[src/hw/rtl/hrt_pkg.sv]
// Shared types and character constants for the HTTP request tokenizer.
`timescale 1ns / 1ps
`default_nettype none
package hrt_pkg;

	// Characters the tokenizer looks for
	localparam logic [7:0] CHAR_SPACE     = 8'h20;
	localparam logic [7:0] CHAR_COLON     = 8'h3A;
	localparam logic [7:0] CHAR_SLASH     = 8'h2F;
	localparam logic [7:0] CHAR_BACKSLASH = 8'h5C;
	localparam logic [7:0] CHAR_NEWLINE   = 8'h0A;
	localparam logic [7:0] CHAR_ZERO      = 8'h30;
	localparam logic [7:0] CHAR_NINE      = CHAR_ZERO + 8'd9;
	localparam logic [7:0] CHAR_LOWER_A   = 8'h61;
	localparam logic [7:0] CHAR_LOWER_Z   = 8'h7A;
	localparam logic [7:0] CHAR_UPPER_A   = 8'h41;
	localparam logic [7:0] CHAR_UPPER_Z   = 8'h5A;

	// Byte roles reported with each result
	localparam logic [2:0] ROLE_IGNORED = 3'd0;
	localparam logic [2:0] ROLE_METHOD  = 3'd1;
	localparam logic [2:0] ROLE_URL     = 3'd2;
	localparam logic [2:0] ROLE_VERSION = 3'd3;
	localparam logic [2:0] ROLE_KEY     = 3'd4;
	localparam logic [2:0] ROLE_VALUE   = 3'd5;
	localparam logic [2:0] ROLE_BODY    = 3'd6;
	localparam logic [2:0] ROLE_DELIM   = 3'd7;

	// Classification queue between the front and the back
	localparam int QUEUE_DEPTH    = 4;
	localparam int QUEUE_PTR_BITS = $clog2(QUEUE_DEPTH);

	// Classes of one request byte, computed by the front end
	typedef struct packed {
		logic is_alpha;
		logic is_url;
		logic is_blank;
		logic is_colon;
		logic is_newline;
	} byte_class_t;

endpackage
`default_nettype wire

[src/hw/rtl/hrt_if.sv]
// Valid/ready channel interfaces for request bytes, tokens and configuration.
`timescale 1ns / 1ps
`default_nettype none
interface hrt_byte_if;
	logic       valid;
	logic       ready;
	logic [7:0] data_byte;

	modport source (output valid, output data_byte, input ready);
	modport sink (input valid, input data_byte, output ready);
endinterface

interface hrt_token_if;
	logic        valid;
	logic        ready;
	logic [2:0]  byte_role;
	logic        token_start;
	logic [15:0] token_length;
	logic [7:0]  header_count;
	logic        packet_done;
	logic [3:0]  parse_phase;

	modport source (
		output valid, output byte_role, output token_start, output token_length,
		output header_count, output packet_done, output parse_phase, input ready
	);
	modport sink (
		input valid, input byte_role, input token_start, input token_length,
		input header_count, input packet_done, input parse_phase, output ready
	);
endinterface

interface hrt_cfg_if;
	logic        valid;
	logic        ready;
	logic [15:0] body_length;

	modport source (output valid, output body_length, input ready);
	modport sink (input valid, input body_length, output ready);
endinterface
`default_nettype wire

[src/hw/rtl/hrt_classify.sv]
// Front end: accepts request bytes and sorts each into character classes.
`timescale 1ns / 1ps
`default_nettype none
module hrt_classify (
	hrt_byte_if.sink          bytes,
	output logic              push_valid,
	output hrt_pkg::byte_class_t push_data,
	input  logic              push_ready
);
	import hrt_pkg::*;

	logic is_alpha;
	logic is_digit;

	// Classify the incoming byte
	always_comb begin
		is_alpha = (bytes.data_byte inside {[CHAR_LOWER_A:CHAR_LOWER_Z]}) ||
			(bytes.data_byte inside {[CHAR_UPPER_A:CHAR_UPPER_Z]});
		is_digit = bytes.data_byte inside {[CHAR_ZERO:CHAR_NINE]};
		push_data.is_alpha   = is_alpha;
		push_data.is_url     = is_alpha || is_digit ||
			(bytes.data_byte inside {CHAR_SLASH, CHAR_BACKSLASH});
		push_data.is_blank   = bytes.data_byte == CHAR_SPACE;
		push_data.is_colon   = bytes.data_byte == CHAR_COLON;
		push_data.is_newline = bytes.data_byte == CHAR_NEWLINE;
	end

	// Pass the transaction on whenever the queue has room
	assign push_valid  = bytes.valid;
	assign bytes.ready = push_ready;

endmodule
`default_nettype wire

[src/hw/rtl/hrt_queue.sv]
// Short FIFO of classified bytes between the front end and the parser engine.
`timescale 1ns / 1ps
`default_nettype none
module hrt_queue (
	input  logic                 clk,
	input  logic                 arst_n,
	input  logic                 push_valid,
	input  hrt_pkg::byte_class_t push_data,
	output logic                 push_ready,
	output logic                 pop_valid,
	output hrt_pkg::byte_class_t pop_data,
	input  logic                 pop
);
	import hrt_pkg::*;

	localparam logic [QUEUE_PTR_BITS:0] COUNT_FULL = (QUEUE_PTR_BITS + 1)'(QUEUE_DEPTH);
	localparam logic [QUEUE_PTR_BITS:0] COUNT_ONE  = (QUEUE_PTR_BITS + 1)'(1);
	localparam logic [QUEUE_PTR_BITS-1:0] PTR_ONE  = QUEUE_PTR_BITS'(1);

	byte_class_t                entries_q [QUEUE_DEPTH];
	logic [QUEUE_PTR_BITS-1:0]  wr_ptr_q;
	logic [QUEUE_PTR_BITS-1:0]  rd_ptr_q;
	logic [QUEUE_PTR_BITS:0]    count_q;
	logic                       do_push;
	logic                       do_pop;

	assign push_ready = count_q != COUNT_FULL;
	assign pop_valid  = count_q != '0;
	assign pop_data   = entries_q[rd_ptr_q];
	assign do_push    = push_valid && push_ready;
	assign do_pop     = pop && pop_valid;

	// Store pushed entries
	always_ff @(posedge clk) begin
		if (do_push) begin
			entries_q[wr_ptr_q] <= push_data;
		end
	end

	// Advance pointers and track fill level
	always_ff @(posedge clk or negedge arst_n) begin
		if (!arst_n) begin
			wr_ptr_q <= '0;
			rd_ptr_q <= '0;
			count_q  <= '0;
		end else begin
			if (do_push) begin
				wr_ptr_q <= wr_ptr_q + PTR_ONE;
			end
			if (do_pop) begin
				rd_ptr_q <= rd_ptr_q + PTR_ONE;
			end
			if (do_push && !do_pop) begin
				count_q <= count_q + COUNT_ONE;
			end else if (do_pop && !do_push) begin
				count_q <= count_q - COUNT_ONE;
			end
		end
	end

endmodule
`default_nettype wire

[src/hw/rtl/hrt_engine.sv]
// Back end: request state machine, token and header counters, result register.
`timescale 1ns / 1ps
`default_nettype none
module hrt_engine #(
	parameter int LENGTH_BITS       = 16,
	parameter int HEADER_COUNT_BITS = 8
) (
	input  logic                 clk,
	input  logic                 arst_n,
	input  logic                 head_valid,
	input  hrt_pkg::byte_class_t head,
	output logic                 head_pop,
	input  logic [15:0]          body_length,
	hrt_token_if.source          tokens
);
	import hrt_pkg::*;

	localparam int LW = (LENGTH_BITS > 16) ? LENGTH_BITS : 16;
	localparam int HW = (HEADER_COUNT_BITS > 8) ? HEADER_COUNT_BITS : 8;
	localparam logic [LENGTH_BITS-1:0]       LEN_ONE = LENGTH_BITS'(1);
	localparam logic [HEADER_COUNT_BITS-1:0] HDR_ONE = HEADER_COUNT_BITS'(1);
	localparam logic [LW-1:0] TOKEN_LIMIT  = LW'(16'hFFFF);
	localparam logic [HW-1:0] HEADER_LIMIT = HW'(8'hFF);

	typedef enum logic [9:0] {
		PH_GROUND   = 10'b00_0000_0001,
		PH_METHOD   = 10'b00_0000_0010,
		PH_URL      = 10'b00_0000_0100,
		PH_URL_TEXT = 10'b00_0000_1000,
		PH_VERSION  = 10'b00_0001_0000,
		PH_VER_TEXT = 10'b00_0010_0000,
		PH_KEY      = 10'b00_0100_0000,
		PH_VALUE    = 10'b00_1000_0000,
		PH_HDR_END  = 10'b01_0000_0000,
		PH_BODY     = 10'b10_0000_0000
	} phase_t;

	typedef enum logic [1:0] {
		ACT_NONE,
		ACT_OPEN,
		ACT_EXTEND,
		ACT_DELIM
	} act_t;

	phase_t                       phase_q;
	logic [LENGTH_BITS-1:0]       token_count_q;
	logic [HEADER_COUNT_BITS-1:0] headers_q;
	logic [LENGTH_BITS-1:0]       body_count_q;

	phase_t                       phase_n;
	act_t                         act;
	logic [2:0]                   role;
	logic                         done;
	logic [LENGTH_BITS-1:0]       token_n;
	logic [HEADER_COUNT_BITS-1:0] headers_n;
	logic [LENGTH_BITS-1:0]       body_n;
	logic [LW-1:0]                token_wide;
	logic [HW-1:0]                headers_wide;
	logic [3:0]                   phase_num;
	logic                         step;

	logic                         out_valid_q;
	logic [2:0]                   role_q;
	logic                         start_q;
	logic [15:0]                  token_length_q;
	logic [7:0]                   header_count_q;
	logic                         done_q;
	logic [3:0]                   phase_num_q;

	// Take the queue head when the result register is free or being drained
	assign step     = head_valid && (!out_valid_q || tokens.ready);
	assign head_pop = step;

	// Next state, role and counter action for the head byte
	always_comb begin
		phase_n   = phase_q;
		act       = ACT_NONE;
		role      = ROLE_IGNORED;
		done      = 1'b0;
		headers_n = headers_q;
		body_n    = body_count_q;
		case (phase_q)
			PH_GROUND: begin
				if (head.is_alpha) begin
					role    = ROLE_METHOD;
					act     = ACT_OPEN;
					phase_n = PH_METHOD;
				end
			end
			PH_METHOD: begin
				if (head.is_blank) begin
					act     = ACT_DELIM;
					phase_n = PH_URL;
				end else begin
					role = ROLE_METHOD;
					act  = ACT_EXTEND;
				end
			end
			PH_URL: begin
				if (head.is_url) begin
					role    = ROLE_URL;
					act     = ACT_OPEN;
					phase_n = PH_URL_TEXT;
				end
			end
			PH_URL_TEXT: begin
				if (head.is_blank) begin
					act     = ACT_DELIM;
					phase_n = PH_VERSION;
				end else if (head.is_url) begin
					role = ROLE_URL;
					act  = ACT_EXTEND;
				end
			end
			PH_VERSION: begin
				if (!head.is_blank) begin
					role    = ROLE_VERSION;
					act     = ACT_OPEN;
					phase_n = PH_VER_TEXT;
				end
			end
			PH_VER_TEXT: begin
				if (head.is_newline) begin
					act     = ACT_DELIM;
					phase_n = PH_KEY;
				end else if (!head.is_blank) begin
					role = ROLE_VERSION;
					act  = ACT_EXTEND;
				end
			end
			PH_KEY: begin
				if (head.is_alpha) begin
					role = ROLE_KEY;
					act  = (token_count_q == '0) ? ACT_OPEN : ACT_EXTEND;
				end else if (head.is_colon) begin
					act     = ACT_DELIM;
					phase_n = PH_VALUE;
				end
			end
			PH_VALUE: begin
				if (head.is_alpha) begin
					role = ROLE_VALUE;
					act  = (token_count_q == '0) ? ACT_OPEN : ACT_EXTEND;
				end else if (head.is_newline) begin
					act       = ACT_DELIM;
					headers_n = (headers_q == '1) ? headers_q : headers_q + HDR_ONE;
					phase_n   = PH_HDR_END;
				end
			end
			PH_HDR_END: begin
				if (head.is_newline) begin
					act     = ACT_DELIM;
					phase_n = PH_BODY;
					body_n  = '0;
					done    = body_length == 16'h0000;
				end else if (head.is_alpha) begin
					role    = ROLE_KEY;
					act     = ACT_OPEN;
					phase_n = PH_KEY;
				end
			end
			PH_BODY: begin
				role   = ROLE_BODY;
				act    = (body_count_q == '0) ? ACT_OPEN : ACT_EXTEND;
				body_n = (body_count_q == '1) ? body_count_q : body_count_q + LEN_ONE;
				done   = LW'(body_n) >= LW'(body_length);
			end
			default: begin
				phase_n = PH_GROUND;
			end
		endcase

		// Apply the counter action
		case (act)
			ACT_OPEN:   token_n = LEN_ONE;
			ACT_EXTEND: token_n = (token_count_q == '1) ? token_count_q :
				token_count_q + LEN_ONE;
			ACT_DELIM:  token_n = '0;
			default:    token_n = token_count_q;
		endcase

		// Drop back to ground at request end
		if (done) begin
			phase_n = PH_GROUND;
		end
	end

	// Widen reported counts for clamping and encode the phase number
	always_comb begin
		token_wide   = LW'(token_n);
		headers_wide = HW'(headers_n);
		phase_num    = '0;
		for (int i = 0; i < 10; i++) begin
			if (phase_n[i]) begin
				phase_num = 4'(i);
			end
		end
	end

	// Update parser state
	always_ff @(posedge clk or negedge arst_n) begin
		if (!arst_n) begin
			phase_q       <= PH_GROUND;
			token_count_q <= '0;
			headers_q     <= '0;
			body_count_q  <= '0;
		end else if (step) begin
			phase_q <= phase_n;
			if (done) begin
				token_count_q <= '0;
				headers_q     <= '0;
				body_count_q  <= '0;
			end else begin
				token_count_q <= token_n;
				headers_q     <= headers_n;
				body_count_q  <= body_n;
			end
		end
	end

	// Hold the result until the transaction is taken
	always_ff @(posedge clk or negedge arst_n) begin
		if (!arst_n) begin
			out_valid_q <= 1'b0;
		end else if (step) begin
			out_valid_q <= 1'b1;
		end else if (tokens.ready) begin
			out_valid_q <= 1'b0;
		end
	end

	always_ff @(posedge clk) begin
		if (step) begin
			role_q         <= role;
			start_q        <= act == ACT_OPEN;
			token_length_q <= (token_wide > TOKEN_LIMIT) ? 16'hFFFF : token_wide[15:0];
			header_count_q <= (headers_wide > HEADER_LIMIT) ? 8'hFF : headers_wide[7:0];
			done_q         <= done;
			phase_num_q    <= phase_num;
		end
	end

	assign tokens.valid        = out_valid_q;
	assign tokens.byte_role    = role_q;
	assign tokens.token_start  = start_q;
	assign tokens.token_length = token_length_q;
	assign tokens.header_count = header_count_q;
	assign tokens.packet_done  = done_q;
	assign tokens.parse_phase  = phase_num_q;

endmodule
`default_nettype wire

[src/hw/rtl/http_request_header_tokenizer_core.sv]
// Top level of the HTTP request tokenizer: front end, queue, engine, config.
//
//   Channel  Direction  Payload                                   Accepted when
//   bytes    sink       data_byte[7:0]                            valid && ready
//   tokens   source     byte_role, token_start, token_length,     valid && ready
//                       header_count, packet_done, parse_phase
//   cfg      sink       body_length[15:0]                         valid && ready
//
// One byte per cycle sustained while tokens.ready stays high; each byte is
// registered in the queue, then the engine loads the result register from
// the queue head. The engine's state update sets the rate.
// Reset clears the parser state, the queue and body_length to zero.
// A stalled result stops the engine; the four-entry queue keeps taking bytes
// until it fills, then bytes.ready drops. cfg is always ready.
`timescale 1ns / 1ps
`default_nettype none
module http_request_header_tokenizer_core #(
	parameter int LENGTH_BITS       = 16,
	parameter int HEADER_COUNT_BITS = 8
) (
	input  logic        clk,
	input  logic        arst_n,
	hrt_byte_if.sink    bytes,
	hrt_token_if.source tokens,
	hrt_cfg_if.sink     cfg
);
	import hrt_pkg::*;

	logic        push_valid;
	logic        push_ready;
	byte_class_t push_data;
	logic        pop_valid;
	logic        pop;
	byte_class_t pop_data;
	logic [15:0] body_length_q;

	// Capture body length writes
	assign cfg.ready = 1'b1;

	always_ff @(posedge clk or negedge arst_n) begin
		if (!arst_n) begin
			body_length_q <= '0;
		end else if (cfg.valid) begin
			body_length_q <= cfg.body_length;
		end
	end

	hrt_classify u_classify (
		.bytes      (bytes),
		.push_valid (push_valid),
		.push_data  (push_data),
		.push_ready (push_ready)
	);

	hrt_queue u_queue (
		.clk        (clk),
		.arst_n     (arst_n),
		.push_valid (push_valid),
		.push_data  (push_data),
		.push_ready (push_ready),
		.pop_valid  (pop_valid),
		.pop_data   (pop_data),
		.pop        (pop)
	);

	hrt_engine #(
		.LENGTH_BITS       (LENGTH_BITS),
		.HEADER_COUNT_BITS (HEADER_COUNT_BITS)
	) u_engine (
		.clk         (clk),
		.arst_n      (arst_n),
		.head_valid  (pop_valid),
		.head        (pop_data),
		.head_pop    (pop),
		.body_length (body_length_q),
		.tokens      (tokens)
	);

endmodule
`default_nettype wire

[src/flat_wrapper.sv]
// flat-port wrapper written by rule: the top's interface ports become plain ports
module http_request_header_tokenizer_core_flat import hrt_pkg::*;
#(
	parameter int LENGTH_BITS       = 16,
	parameter int HEADER_COUNT_BITS = 8
)
  (clk, arst_n, bytes_valid, bytes_data_byte, bytes_ready, tokens_valid, tokens_byte_role, tokens_token_start, tokens_token_length, tokens_header_count, tokens_packet_done, tokens_parse_phase, tokens_ready, cfg_valid, cfg_body_length, cfg_ready);
  hrt_byte_if bytes_i ();
  hrt_token_if tokens_i ();
  hrt_cfg_if cfg_i ();
  input  logic clk;
  input  logic arst_n;
  input wire logic [$bits(bytes_i.valid)-1:0] bytes_valid;
  input wire logic [$bits(bytes_i.data_byte)-1:0] bytes_data_byte;
  output wire logic [$bits(bytes_i.ready)-1:0] bytes_ready;
  output wire logic [$bits(tokens_i.valid)-1:0] tokens_valid;
  output wire logic [$bits(tokens_i.byte_role)-1:0] tokens_byte_role;
  output wire logic [$bits(tokens_i.token_start)-1:0] tokens_token_start;
  output wire logic [$bits(tokens_i.token_length)-1:0] tokens_token_length;
  output wire logic [$bits(tokens_i.header_count)-1:0] tokens_header_count;
  output wire logic [$bits(tokens_i.packet_done)-1:0] tokens_packet_done;
  output wire logic [$bits(tokens_i.parse_phase)-1:0] tokens_parse_phase;
  input wire logic [$bits(tokens_i.ready)-1:0] tokens_ready;
  input wire logic [$bits(cfg_i.valid)-1:0] cfg_valid;
  input wire logic [$bits(cfg_i.body_length)-1:0] cfg_body_length;
  output wire logic [$bits(cfg_i.ready)-1:0] cfg_ready;
  assign bytes_i.valid = bytes_valid;
  assign bytes_i.data_byte = bytes_data_byte;
  assign bytes_ready = bytes_i.ready;
  assign tokens_valid = tokens_i.valid;
  assign tokens_byte_role = tokens_i.byte_role;
  assign tokens_token_start = tokens_i.token_start;
  assign tokens_token_length = tokens_i.token_length;
  assign tokens_header_count = tokens_i.header_count;
  assign tokens_packet_done = tokens_i.packet_done;
  assign tokens_parse_phase = tokens_i.parse_phase;
  assign tokens_i.ready = tokens_ready;
  assign cfg_i.valid = cfg_valid;
  assign cfg_i.body_length = cfg_body_length;
  assign cfg_ready = cfg_i.ready;
  http_request_header_tokenizer_core #(.LENGTH_BITS(LENGTH_BITS), .HEADER_COUNT_BITS(HEADER_COUNT_BITS)) u_core (.clk(clk), .arst_n(arst_n), .bytes(bytes_i), .tokens(tokens_i), .cfg(cfg_i));
endmodule
[config.mk]
export PLATFORM = sky130hd
export DESIGN_NAME = http_request_header_tokenizer_core_flat
export DESIGN_NICKNAME = d
export VERILOG_FILES = /design/src/hw/rtl/hrt_pkg.sv /design/src/hw/rtl/hrt_if.sv /design/src/hw/rtl/hrt_classify.sv /design/src/hw/rtl/hrt_queue.sv /design/src/hw/rtl/hrt_engine.sv /design/src/hw/rtl/http_request_header_tokenizer_core.sv /design/src/flat_wrapper.sv
export SDC_FILE = /design/constraint.sdc
export NUM_CORES = 1
export LEC_CHECK = 0
export ABC_AREA = 1
export BUFFER_PORTS_ARGS = -buffer_cell sky130_fd_sc_hd__buf_2
export CORE_MARGIN = 2
export CORE_UTILIZATION = 63
export CTS_BUF_LIST = sky130_fd_sc_hd__clkbuf_4 sky130_fd_sc_hd__clkbuf_8
export DETAILED_ROUTE_END_ITERATION = 10
export MAX_ROUTING_LAYER = met4
export PLACE_DENSITY_LB_ADDON = 0.25
export SETUP_SLACK_MARGIN = 0.4
export SLEW_MARGIN = 20
export SYNTH_ARGS = -nofsm -noshare
export SYNTH_HDL_FRONTEND = slang
export SYNTH_SLANG_ARGS = --single-unit
[constraint.sdc]
create_clock -name clk -period 4.2 [get_ports clk]
set_input_delay 0.21 -clock clk [delete_from_list [all_inputs] [get_ports clk]]
set_output_delay 0.21 -clock clk [all_outputs]
set_load 0.01 [all_outputs]
==> flow_metrics.py <==
metrics = {
    "power_and_ir_drop": {
        "ir_drop_v": 0.000358,
        "power_density_mw_per_mm2": 557,
        "leakage_nw": 4.38,
    },
    "route": {
        "vias": 6941,
        "ant_nets": 0,
        "wl_met1_um": 7850,
        "routedWlPerCell_um": 14.0,
        "route.met3.wl_um": 1080,
        "drtPass1Iterations": 5,
        "topRoutingLayerUsed": "met4",
        "vias_per_cell": 5.44,
        "routed_wirelength_um": 17900,
        "wl_met2_um": 8560,
        "drc": 0,
        "initialDrtViolationCount": 711,
    },
    "clock_network": {
        "h-tree-depth": 4,
        "clk_latency_ps": 460,
        "cts_buffers": 17,
        "cts-root-buf": "clkbuf_8",
        "path_clk_slew_ps": 70,
        "clkSinkCount": 127,
        "cts_tree": "done",
        "clock_path_buffers": 2,
    },
    "min_path": {
        "worstHoldPathCells": 3,
        "min_path_type": "in2reg",
        "min_from": "cfg_body_length[9]",
    },
    "die": {
        "fp-row-count": 40,
        "die_w_um": 115,
        "die_y_um": 115,
        "dieArea_mm2": 0.0133,
        "fp.coreArea_mm2": 0.0121,
        "io-pin-count": 65,
        "initial_core_util_pct": 64.6,
    },
    "global_routing": {
        "grt_pass1_vias": 6462,
        "grt.total_usage_pct": 30.0,
        "grt_pass1_wl_um": 30200,
        "grt_max_degree": 75,
        "antenna_found_initial": 0,
        "gr-total-overflow": 0,
    },
    "critical_path": {
        "worst-r2r-setup-slack_ps": 730,
        "path_class": "reg2reg",
        "cp.depth": 18,
        "startpoint": "u_core.u_engine.body_count_q[2]",
        "crit_buf_inv": 1,
        "crit_top_cell": "nand2_1",
        "cp_max_fo": 16,
        "slowest_stage": "dfrtp_1",
        "crit_path_start_kind": "flop",
        "worstPathCellList": "nand3_1 -> nor2_1 -> nand3_1 -> nor3_1 -> nand2_1 -> a21boi_0 -> o21ai_0 -> ha_1 -> nand4_1 -> nor3_1 -> o21ai_0 -> nand2_1 -> nand2_2 -> nand2_1 -> nor2_4 -> buf_12 -> nand2_1 -> o21ai_0",
        "crit_required_ps": 4490,
        "cp_top_family": "simple AND/OR/NAND/NOR gates",
        "r2r_start": "u_core.u_engine.body_count_q[2]",
        "cpPeakStageDelay_ps": 400,
        "cp.arrival_ps": 3760,
        "crit_path_end_kind": "flop",
        "rr_worst_depth": 18,
    },
    "synthesis": {
        "yosysSeqAreaShare_pct": 44.2,
        "postSynthCellCount": 1013,
        "synth-edff-count": 53,
        "synth-seq-cells": 127,
        "yosysTopAreaCellShare_pct": 23.5,
        "synth-main-ff-cell": "dfrtp_1",
        "yosysTopAreaCell": "dfrtp_1",
        "syn_area_mm2": 0.00779,
        "synth_cell_types": 48,
        "avgSynthCellArea_um2": 7.69,
        "ys_async_sr_fraction_pct": 58.3,
        "syn_nets": 1069,
        "ys_warn_count": 0,
        "synth_area_leaders": "dfrtp_1 23%, edfxtp_1 20%, nand2_1 15%, inv_1 6.1%, nand3_1 5.2%",
    },
    "sta": {
        "period_needed_ps": 3470,
        "finalMaxSlewViolations": 0,
        "setup_tns_ps": 0,
        "tightest_slew_ps": 964,
        "setup_viol": 0,
        "fmax_mhz": 288,
        "finalHoldViolations": 0,
        "fin_crit_sh_pct": 82.6,
        "skew_ps": 7.82,
        "slew-limit-headroom_pct": 35.5,
        "rsz0062_at_grt": "no",
    },
    "finish": {
        "nets": 1150,
        "fin_cells": 1275,
        "diodes": 0,
        "final_common_cell": "nand2_1",
        "drive_gt1_share_pct": 13.7,
        "layout_common_cells": "306 x nand2_1, 126 x inv_1, 94 x nor2_1",
        "syn2layout_area_growth_pct": 13.5,
    },
    "job": {
        "maxCapViolCount": 0,
    },
    "place": {
        "port_buffers": 63,
        "place_congestion": 0.978,
        "hpwl_um": 12500,
        "dp_cells": 1224,
    },
    "run_status": {
        "status": "completed",
    },
}
-- state kept, by name, indices dropped and copies added, names as in the netlist --
register and cells:
u_core.u_queue.rd_ptr_q 2, u_core.u_queue.wr_ptr_q 2, u_core.u_queue.count_q 3, u_core.u_engine.tokens.parse_phase 4, u_core.u_engine.phase_q 10, u_core.u_engine.tokens.token_length 16
u_core.u_engine.tokens.byte_role 3, u_core.u_engine.token_count_q 16, u_core.u_engine.body_count_q 16, u_core.u_engine.tokens.token_start 1, u_core.body_length_q 16, u_core.u_engine.tokens.packet_done 1
u_core.u_engine.tokens.valid 1, u_core.u_engine.tokens.header_count 8, u_core.u_engine.headers_q 8, u_core.u_queue.entries_q 20
-- cells by family (layout without fill, tap and decap cells) --
group	count (synthesis)	count (layout)	synth area share, %
AOI/OAI and AO/OA	100	100	7.07
xor gates and xnor gates	22	22	2.47
adders and majority gates	27	27	4.43
buffers and inverters	156	250	8.05
DFF	127	127	44.2
muxes	1	1	0.145
other	1	1	0.0482
and+or+nand+nor	579	579	33.5
-- area by class of cell --
class                      count  area, µm²
multi-input combinational    730       3770
clock buffer                  23        285
fill                         964       3220
timing repair buffer          84        531
sequential                   127       3440
tap                          168        210
inverter                     134        510
clock inverter                 9       93.8
-- stage by stage --
stage	setup WS (ps)	power, mW	hold WS, ps	util [%]	instance area [µm²]
after CTS	518	4.90	4.46	72.7	8770
after global routing	402	5.28	35.4	73.3	8840
after floorplan	1080	3.34	-85.6	-	7790
after detailed placement	368	3.86	420	68.1	8220
after global placement	491	3.80	403	68.1	8220
final	732	4.92	39.8	73.3	8840
-- where the power goes --
group / switching [mW] / internal, mW
Clock: 0.458 / 0.566
Sequential: 0.227 / 1.66
Combinational: 1.37 / 0.641
Total: 2.06 / 2.86
-- Yosys cell counts (4+ instances only) --
cell type and n:
edfxtp_1 53, nor3_1 29, nor2_2 7, nor2_1 96
a21oi_1 18, ha_1 26, inv_2 6, nor4_1 6
dfrtp_1 73, nand2_2 7, nand3_1 81, o21ai_0 58
inv_1 126, nand2_1 307, clkbuf_1 12, xnor2_1 4
nand2_4 5, nand4_1 21, xor2_1 18, nor2_4 9
buf_2 4, o22ai_1 8
-- layer usage --
| layer | vias up | global-route usage, % |
|---|---|---|
| met1 | 3197 | 37.9 |
| met5 | - | - |
| li1 | 3452 | - |
| met3 | 38 | 6.27 |
| met4 | 0 | 10.9 |
| met2 | 254 | 48.0 |
-- path summary, 6_finish.rpt --
| path | to |
|---|---|
| hold reg to reg | u_core.u_engine.phase_q[0] |
| min in group asynchronous | u_core.u_engine.headers_q[3] |
| hold / removal | u_core.body_length_q[9] |
| setup reg to reg | u_core.u_engine.body_count_q[4] |
| max in group asynchronous | u_core.body_length_q[14] |
| setup / recovery | u_core.u_engine.body_count_q[4] |
-- what timing repair did --
action                                  4_1_cts  5_1_grt
gates cloned                                  0        0
gates resized for setup                       1       11
setup buffers                                 0        2
hold buffers                                 17        0
pin swaps                                     0        2
endpoints found under the hold margin        89        0
endpoints found under the setup margin       10       43
-- worst reg2reg max path, delay by kind of cell (launching register included) --
family          cells  cell delay, ps
fa+ha+maj           1             340
simple gates       12            1870
compound gates      4             560
buf+inv             1             150
flops               1             400
(Power assumes the default switching activity.)
